`src/hw/rtl/rzsa_pkg.sv`:
```
// rzsa_pkg: shared types and constants for the rotate/zoom source address unit.
// Holds register index codes and fixed field widths. No dependencies.
`default_nettype none

package rzsa_pkg;

    // Configuration register index
    typedef logic [2:0] t_reg_idx;

    localparam t_reg_idx REG_COS_OVER_ZOOM    = 3'd0;
    localparam t_reg_idx REG_SIN_OVER_ZOOM    = 3'd1;
    localparam t_reg_idx REG_SRC_WIDTH        = 3'd2;
    localparam t_reg_idx REG_SRC_HEIGHT       = 3'd3;
    localparam t_reg_idx REG_DEST_HALF_WIDTH  = 3'd4;
    localparam t_reg_idx REG_DEST_HALF_HEIGHT = 3'd5;
    localparam t_reg_idx REG_ROW_PITCH        = 3'd6;
    localparam t_reg_idx REG_BYTES_PER_PIXEL  = 3'd7;

    // Field widths
    localparam int COEF_W  = 22;  // cos/sin over zoom
    localparam int DIM_W   = 13;  // source width/height
    localparam int HALF_W  = 12;  // destination half sizes
    localparam int PITCH_W = 15;
    localparam int BPP_W   = 3;
    localparam int DEST_W  = 12;  // dest_x / dest_y
    localparam int COORD_W = 19;  // src_x / src_y
    localparam int ADDR_W  = 26;
    localparam int CFG_DW  = 22;  // widest register

    localparam int DELTA_W = DEST_W + 1;        // signed dest minus half size
    localparam int PROD_W  = COEF_W + DELTA_W;  // one coefficient product
    localparam int SUM_W   = PROD_W + 1;        // rotated sum

    localparam int IN_TDATA_W  = 24;
    localparam int OUT_TDATA_W = 64;

    localparam logic signed [31:0] COORD_MAX = 32'sd262143;
    localparam logic signed [31:0] COORD_MIN = -32'sd262144;

    // Largest value the source size register can hold
    localparam int DIM_REG_MAX = 8191;

endpackage

`default_nettype wire

```
`src/hw/rtl/rotate_zoom_source_address_unit.sv`:
```
// Source address generator for nearest-neighbor rotation with zoom.
// Depends on rzsa_pkg (register codes, field widths).
//
// Usage:
//   Slave stream s_axis_* carries one destination pixel per request
//   (dest_x, dest_y). Master stream m_axis_* returns one request per input:
//   the mapped source column and row (saturated to 19 bits), an inside flag
//   on tuser, and the source byte address (zero when the point is outside).
//   The configuration channel (i_cfg_valid/o_cfg_ready, i_cfg_index,
//   i_cfg_data) writes the eight registers; it is always ready and should
//   be written only while the pipeline is empty.
//   The pipe takes one request per cycle; the seven register stages (delta,
//   products, rotated sum, truncation, centering, bounds test with address
//   products, address sum) each carry a valid bit.
//   A stall on m_axis_tready holds the last stage; earlier stages keep
//   filling bubbles, and s_axis_tready drops only when every stage is full.
//   Synchronous active-low reset empties the pipe and loads the register
//   defaults (unit scale, no rotation, 1x1 source, pitch 1, 1 byte/pixel).
`default_nettype none

module rotate_zoom_source_address_unit #(
    parameter int MAX_DIM   = 4096,
    parameter int FRAC_BITS = 16
) (
    input  wire                                  i_clk,
    input  wire                                  i_rst_n,
    // configuration write channel
    input  wire                                  i_cfg_valid,
    output logic                                 o_cfg_ready,
    input  rzsa_pkg::t_reg_idx                   i_cfg_index,
    input  wire  [rzsa_pkg::CFG_DW-1:0]          i_cfg_data,
    // input stream
    input  wire                                  s_axis_tvalid,
    output logic                                 s_axis_tready,
    input  wire  [rzsa_pkg::IN_TDATA_W-1:0]      s_axis_tdata,  // dest_x[11:0], dest_y[23:12]
    // output stream
    output logic                                 m_axis_tvalid,
    input  wire                                  m_axis_tready,
    output logic [rzsa_pkg::OUT_TDATA_W-1:0]     m_axis_tdata,  // src_x[18:0], src_y[37:19],
                                                                // byte_address[63:38]
    output logic                                 m_axis_tuser   // inside_res[0]
);

    localparam int NS    = 7;
    localparam int T_W   = rzsa_pkg::SUM_W - FRAC_BITS;
    localparam int BX_W  = ((T_W > rzsa_pkg::DIM_W) ? T_W : rzsa_pkg::DIM_W) + 1;
    localparam int CLAMP = (MAX_DIM > rzsa_pkg::DIM_REG_MAX) ? rzsa_pkg::DIM_REG_MAX : MAX_DIM;
    localparam logic [rzsa_pkg::DIM_W-1:0] DIM_LIMIT = rzsa_pkg::DIM_W'(CLAMP);
    localparam logic [rzsa_pkg::SUM_W-1:0] TRUNC_BIAS =
        rzsa_pkg::SUM_W'((64'd1 << FRAC_BITS) - 64'd1);

    localparam int DW = rzsa_pkg::DELTA_W;
    localparam int PW = rzsa_pkg::PROD_W;
    localparam int SW = rzsa_pkg::SUM_W;
    localparam int CW = rzsa_pkg::COORD_W;
    localparam int AW = rzsa_pkg::ADDR_W;
    localparam int MW = rzsa_pkg::DIM_W;

    // ---------------- configuration registers ----------------
    logic signed [rzsa_pkg::COEF_W-1:0]  r_cos;
    logic signed [rzsa_pkg::COEF_W-1:0]  r_sin;
    logic        [MW-1:0]                r_src_w;
    logic        [MW-1:0]                r_src_h;
    logic        [rzsa_pkg::HALF_W-1:0]  r_dhw;
    logic        [rzsa_pkg::HALF_W-1:0]  r_dhh;
    logic        [rzsa_pkg::PITCH_W-1:0] r_pitch;
    logic        [rzsa_pkg::BPP_W-1:0]   r_bpp;

    assign o_cfg_ready = 1'b1;

    always_ff @(posedge i_clk) begin
        if (!i_rst_n) begin
            r_cos   <= rzsa_pkg::COEF_W'(65536);
            r_sin   <= '0;
            r_src_w <= MW'(1);
            r_src_h <= MW'(1);
            r_dhw   <= '0;
            r_dhh   <= '0;
            r_pitch <= rzsa_pkg::PITCH_W'(1);
            r_bpp   <= rzsa_pkg::BPP_W'(1);
        end else if (i_cfg_valid && o_cfg_ready) begin
            case (i_cfg_index)
                rzsa_pkg::REG_COS_OVER_ZOOM:    r_cos   <= i_cfg_data[rzsa_pkg::COEF_W-1:0];
                rzsa_pkg::REG_SIN_OVER_ZOOM:    r_sin   <= i_cfg_data[rzsa_pkg::COEF_W-1:0];
                rzsa_pkg::REG_SRC_WIDTH:        r_src_w <= i_cfg_data[MW-1:0];
                rzsa_pkg::REG_SRC_HEIGHT:       r_src_h <= i_cfg_data[MW-1:0];
                rzsa_pkg::REG_DEST_HALF_WIDTH:  r_dhw   <= i_cfg_data[rzsa_pkg::HALF_W-1:0];
                rzsa_pkg::REG_DEST_HALF_HEIGHT: r_dhh   <= i_cfg_data[rzsa_pkg::HALF_W-1:0];
                rzsa_pkg::REG_ROW_PITCH:        r_pitch <= i_cfg_data[rzsa_pkg::PITCH_W-1:0];
                rzsa_pkg::REG_BYTES_PER_PIXEL:  r_bpp   <= i_cfg_data[rzsa_pkg::BPP_W-1:0];
                default: ;
            endcase
        end
    end

    // clamped source size, to be kept stable by the user while requests are in flight; the block does not enforce it
    logic [MW-1:0] w_clamped;
    logic [MW-1:0] h_clamped;
    assign w_clamped = (r_src_w > DIM_LIMIT) ? DIM_LIMIT : r_src_w;
    assign h_clamped = (r_src_h > DIM_LIMIT) ? DIM_LIMIT : r_src_h;

    // ---------------- pipeline control ----------------
    logic [NS-1:0] r_vld;
    logic [NS-1:0] en;

    always_comb begin
        en[NS-1] = !r_vld[NS-1] || m_axis_tready;
        for (int k = NS - 2; k >= 0; k--) begin
            en[k] = !r_vld[k] || en[k+1];
        end
    end

    assign s_axis_tready = en[0];

    always_ff @(posedge i_clk) begin
        if (!i_rst_n) begin
            r_vld <= '0;
        end else begin
            if (en[0]) r_vld[0] <= s_axis_tvalid;
            for (int k = 1; k < NS; k++) begin
                if (en[k]) r_vld[k] <= r_vld[k-1];
            end
        end
    end

    // ---------------- datapath ----------------
    // stage 0: deltas from destination center
    logic signed [DW-1:0] n_dx, n_dy;
    logic signed [DW-1:0] r_dx, r_dy;
    assign n_dx = $signed({1'b0, s_axis_tdata[11:0]})  - $signed({1'b0, r_dhw});
    assign n_dy = $signed({1'b0, s_axis_tdata[23:12]}) - $signed({1'b0, r_dhh});

    // stage 1: four coefficient products
    logic signed [PW-1:0] r_cdx, r_sdy, r_cdy, r_sdx;
    // stage 2: rotated sums
    logic signed [SW-1:0] r_sx, r_sy;
    // stage 3: truncation toward zero
    logic signed [SW-1:0] n_bsx, n_bsy;
    logic signed [T_W-1:0] r_tx, r_ty;
    // stage 4: add source center
    logic signed [BX_W-1:0] n_bx, n_by;
    logic signed [BX_W-1:0] r_bx, r_by;
    // stage 5: bounds, saturation, address products
    logic signed [31:0] bx32, by32;
    logic               n_inside;
    logic [CW-1:0]      n_satx, n_saty;
    logic               r_inside5;
    logic [CW-1:0]      r_satx5, r_saty5;
    logic [AW-1:0]      r_prow, r_pcol;
    // stage 6: output
    logic               r_inside6;
    logic [CW-1:0]      r_satx6, r_saty6;
    logic [AW-1:0]      r_addr;

    assign n_bsx = r_sx + (r_sx[SW-1] ? $signed(TRUNC_BIAS) : $signed(SW'(0)));
    assign n_bsy = r_sy + (r_sy[SW-1] ? $signed(TRUNC_BIAS) : $signed(SW'(0)));

    assign n_bx = BX_W'(r_tx) + $signed(BX_W'({1'b0, w_clamped[MW-1:1]}));
    assign n_by = BX_W'(r_ty) + $signed(BX_W'({1'b0, h_clamped[MW-1:1]}));

    always_comb begin
        bx32 = 32'(r_bx);
        by32 = 32'(r_by);
        n_inside = (bx32 >= 32'sd0) && (bx32 < $signed({19'd0, w_clamped}))
                && (by32 >= 32'sd0) && (by32 < $signed({19'd0, h_clamped}));
        if (bx32 > rzsa_pkg::COORD_MAX)      n_satx = CW'(rzsa_pkg::COORD_MAX);
        else if (bx32 < rzsa_pkg::COORD_MIN) n_satx = CW'(rzsa_pkg::COORD_MIN);
        else                                 n_satx = bx32[CW-1:0];
        if (by32 > rzsa_pkg::COORD_MAX)      n_saty = CW'(rzsa_pkg::COORD_MAX);
        else if (by32 < rzsa_pkg::COORD_MIN) n_saty = CW'(rzsa_pkg::COORD_MIN);
        else                                 n_saty = by32[CW-1:0];
    end

    always_ff @(posedge i_clk) begin
        if (en[0]) begin
            r_dx <= n_dx;
            r_dy <= n_dy;
        end
        if (en[1]) begin
            r_cdx <= r_cos * r_dx;
            r_sdy <= r_sin * r_dy;
            r_cdy <= r_cos * r_dy;
            r_sdx <= r_sin * r_dx;
        end
        if (en[2]) begin
            r_sx <= SW'(r_cdx) + SW'(r_sdy);
            r_sy <= SW'(r_cdy) - SW'(r_sdx);
        end
        if (en[3]) begin
            r_tx <= n_bsx[SW-1:FRAC_BITS];
            r_ty <= n_bsy[SW-1:FRAC_BITS];
        end
        if (en[4]) begin
            r_bx <= n_bx;
            r_by <= n_by;
        end
        if (en[5]) begin
            r_inside5 <= n_inside;
            r_satx5   <= n_satx;
            r_saty5   <= n_saty;
            // only used when inside, where row and column fit the size register
            r_prow    <= AW'(r_by[MW-1:0] * r_pitch);
            r_pcol    <= AW'(r_bx[MW-1:0] * r_bpp);
        end
        if (en[6]) begin
            r_inside6 <= r_inside5;
            r_satx6   <= r_satx5;
            r_saty6   <= r_saty5;
            r_addr    <= r_inside5 ? AW'(r_prow + r_pcol) : '0;
        end
    end

    assign m_axis_tvalid = r_vld[NS-1];
    assign m_axis_tdata  = {r_addr, r_saty6, r_satx6};
    assign m_axis_tuser  = r_inside6;

    // ---------------- assertions ----------------
    a_outside_zero_addr: assert property (@(posedge i_clk) disable iff (!i_rst_n)
        m_axis_tvalid && !m_axis_tuser |-> m_axis_tdata[63:38] == '0)
        else $error("outside point carries a nonzero byte address");

    a_inside_nonneg: assert property (@(posedge i_clk) disable iff (!i_rst_n)
        m_axis_tvalid && m_axis_tuser |-> !m_axis_tdata[18] && !m_axis_tdata[37])
        else $error("inside point has a negative source coordinate");

    a_ready_when_tail_empty: assert property (@(posedge i_clk) disable iff (!i_rst_n)
        !r_vld[NS-1] |-> s_axis_tready)
        else $error("input stalled while the last stage is empty");

    a_stage_hold: assert property (@(posedge i_clk) disable iff (!i_rst_n)
        r_vld[NS-2] && !en[NS-2] |=> r_vld[NS-2] && $stable(r_satx5))
        else $error("stalled stage lost its request");

endmodule

`default_nettype wire

```
`config.mk`:
```
export PLATFORM = sky130hd
export DESIGN_NAME = rotate_zoom_source_address_unit
export DESIGN_NICKNAME = d
export VERILOG_FILES = /design/src/hw/rtl/rzsa_pkg.sv /design/src/hw/rtl/rotate_zoom_source_address_unit.sv
export SDC_FILE = /design/constraint.sdc
export NUM_CORES = 2
export LEC_CHECK = 0
export ABC_AREA = 1
export BUFFER_PORTS_ARGS = -buffer_cell sky130_fd_sc_hd__buf_2
export CELL_PAD_IN_SITES_DETAIL_PLACEMENT = 0
export CELL_PAD_IN_SITES_GLOBAL_PLACEMENT = 1
export CORE_MARGIN = 2
export CORE_UTILIZATION = 40
export DETAILED_ROUTE_END_ITERATION = 8
export PLACE_DENSITY_LB_ADDON = 0.1
export SLEW_MARGIN = 5
export SYNTH_ARGS = -nofsm -noshare
export SYNTH_HDL_FRONTEND = slang
export SYNTH_SLANG_ARGS = --single-unit
```
`constraint.sdc`:
```
create_clock -name i_clk -period 8.88 [get_ports i_clk]
set_input_delay 1.332 -clock i_clk [delete_from_list [all_inputs] [get_ports i_clk]]
set_output_delay 1.332 -clock i_clk [all_outputs]
set_load 0.05 [all_outputs]
```
==> flow_summary.ini <==
[power_and_ir_drop]
peakVddDrop_v = 0.000163
finalPower_mw = 22.8
power.density_nw_per_um2 = 258
p_leak_nw = 48.4

[clocking]
cts.reportedPaths.clkPinSlew_ns = 0.06
ctsHoldBuffers = 0
cts.repair.resized = 0
cts_buffers = 76
cts_tree = yes
clockRootBuffer = clkbuf_16
htree_levels = 3
cts_buffer_depth = 3
clk_latency_ns = 0.72
clock-sinks = 585
cts_setup_buffers = 0

[drt]
wirelength_um = 274000
wire_per_inst_um = 20.8
num_vias = 66000
drt-pass1-iter-count = 6
drc_errors = 0
ant_nets = 0
drt_iter0_drc = 4084
viasPerCell = 5.00

[critical_path]
startpoint = r_dy[5]
endpoint_kind = register
reg2reg_slack_ns = 2.11
critPathMaxFanout = 24
ff2ff_path_depth = 20
cp.required_ns = 9.34
crit_type = reg2reg
start_kind = register
r2r-start = r_dy[5]
r2r-end = r_cdy[33]
arrival_ns = 7.23

[synthesis]
synth_compound_area_share_pct = 5.09
synthXorXnorAreaFrac_pct = 2.07
synth_top_area_cell = fa_1
ys_warn_count = 0
synth_top_family_by_area = adder cells
synth_edf_count = 466
synthMuxAreaShare_pct = 0
synth_ff_type = edfxtp_1
synthDominantCellAreaShare_pct = 29.4
synth_seq_area_share_pct = 20.0
syn-instance-count = 10500
synth_cell_types = 53
syn_area_um2 = 82000
synth-simple-area-share_pct = 21.4
synth.most_common_cell = nand2_1
ys_ff_latch = 585
synth_nets = 12400
synth-async-reset-ratio_pct = 0
ys_top_cells_by_count = nand2_1 (3018), inv_1 (2425), fa_1 (1205)
synth_fa_ha_area_share_pct = 38.7
synthTopCellsByArea = fa_1 (29%), edfxtp_1 (17%), nand2_1 (14%)
syn_avg_cell_area_um2 = 7.82

[final_layout]
final_nets = 12300
stdcell_area_um2 = 88300
seqCellArea_um2 = 16400
fillers = 21000
final_layout_size_suffix_gt1_share_pct = 4.45
multiInputGateArea_um2 = 55200
syn_to_final_growth_pct = 7.64

[sta]
finalSetupViolCount = 0
drv_slew = 0
min_period_ns = 6.77
timing.final.crit_share_pct = 76.2
fin_skew_ns = 0.0361
rsz0062_at_grt = no
fmax_mhz = 148
max_slew.worst_pin.slew_ns = 1.34
final.setup.worst_slack_ns = 2.11
maxSlewHeadroom_pct = 10.9
hold_violations = 0
fin_tns_setup_ns = 0

[place]
dpl-instance-area_um2 = 85400
dp_slack_ns = 2.21
io_buffers = 120
hpwl_um = 220000
gp_congestion = 0.932

[floorplan]
die_h_um = 457
num_rows = 166
io_pins = 122
die_area_um2 = 209000
coreArea_um2 = 204000
initial_core_util_pct = 40.2
die_width_um = 457

[flow_run]
maxCapViolCount = 0

[grt]
grt_pass1_vias = 69400
antenna_found_initial = 18
grt_pass1_wl_um = 425000
grt.overflow.total = 0
grtUsageTotal_pct = 26.8
grt_max_degree = 141

[run_status]
outcome = complete, no violations

[min_path]
min-delay-start = r_saty5[4]
hold_class = reg2reg
min_to = r_saty6[4]
hold-path-cell-count = 0
## worst max-delay path by stage
stage | endpoint | slack, ns
final | r_cdy[33] | 2.11
after global placement | r_sdy[30] | 2.14
after detailed placement | r_sdy[30] | 2.21
after CTS | r_cdy[34] | 2.22
after floorplan | r_cdx[0] | 0.45
after global routing | r_cdy[33] | 1.90
## logic make-up after synthesis
family / count (synthesis)
xor gates and xnor gates: 194
buffers and inverters: 2786
other: 1
DFF: 585
adders and majority gates: 1812
and+or+nand+nor: 4335
AOI/OAI and AO/OA: 779
## metrics by stage
step	cells	util, %	hold WS, ns
finish	13200	43.2	0.415
global route	13200	43.2	0.425
CTS	13200	43.2	0.418
detailed placement	13000	41.8	0.405
global placement	13000	41.8	0.401
floorplan	10500	-	0.400
## power breakdown
part / switching (mW) / leakage [nW] / internal (mW) / total (mW)
Sequential: 1.01 / 6.08 / 4.43 / 5.44
Clock: 1.43 / 1.35 / 2.11 / 3.54
Combinational: 9.44 / 41.0 / 4.33 / 13.8
Total: 11.9 / 48.4 / 10.9 / 22.8
## registers in the layout (all words and copies together), names as in the netlist, 26 cells and up
signal and cells:
r_prow 26, r_addr 26, r_sx 36, r_sy 36, r_cdy 35, r_sdy 35
r_cdx 35, r_sdx 35
## critical path, stage by stage, from the launching register on
cell and delay (ns):
edfxtp_1 1.23, buf_4 0.47, nand2_1 0.09, inv_1 0.16, fa_1 0.47, inv_1 0.25
fa_1 0.60, fa_1 0.54, inv_1 0.05, fa_1 0.52, fa_1 0.46, ha_1 0.31
ha_1 0.37, inv_1 0.15, o21ai_0 0.11, a21oi_1 0.25, nand2_1 0.10, a21oi_1 0.17
nand2_1 0.08, nand2_1 0.06, nand2_1 0.05
## placed cells by master, fill, tap and decap left out, types with 84 or more instances in the layout
master,synthesis,final
edfxtp_1,466,466
fa_1,1205,1205
o21ai_0,285,285
a21oi_1,375,375
dfxtp_1,119,107
nand3_1,329,328
nand2_1,3018,3015
buf_4,2,84
nand4_1,98,98
ha_1,607,607
buf_2,8,119
nor2_1,685,684
xor2_1,151,151
inv_1,2425,2423
## metal layers
layer | track usage, % | vias up | part of all wire [%] | wire [um]
li1 | - | 31400 | - | -
met1 | 35.1 | 32600 | 43 | 119000
met2 | 45.4 | 1630 | 48 | 131000
met3 | 3.10 | 380 | 4.9 | 13400
met4 | 9.98 | 10 | 4.0 | 11000
met5 | 0 | - | 0.027 | 74
## cell type report
| type | count | area share [%] |
|---|---|---|
| multi-input combinational | 7121 | 62.5 |
| sequential | 585 | 18.6 |
| inverter | 2445 | 10.4 |
| tap | 2688 | 3.81 |
| clock buffer | 85 | 2.20 |
| timing repair buffer | 207 | 1.48 |
| clock inverter | 53 | 0.998 |
| antenna | 13 | 0.0368 |
Note: power is estimated with default switching activity, not from simulation.
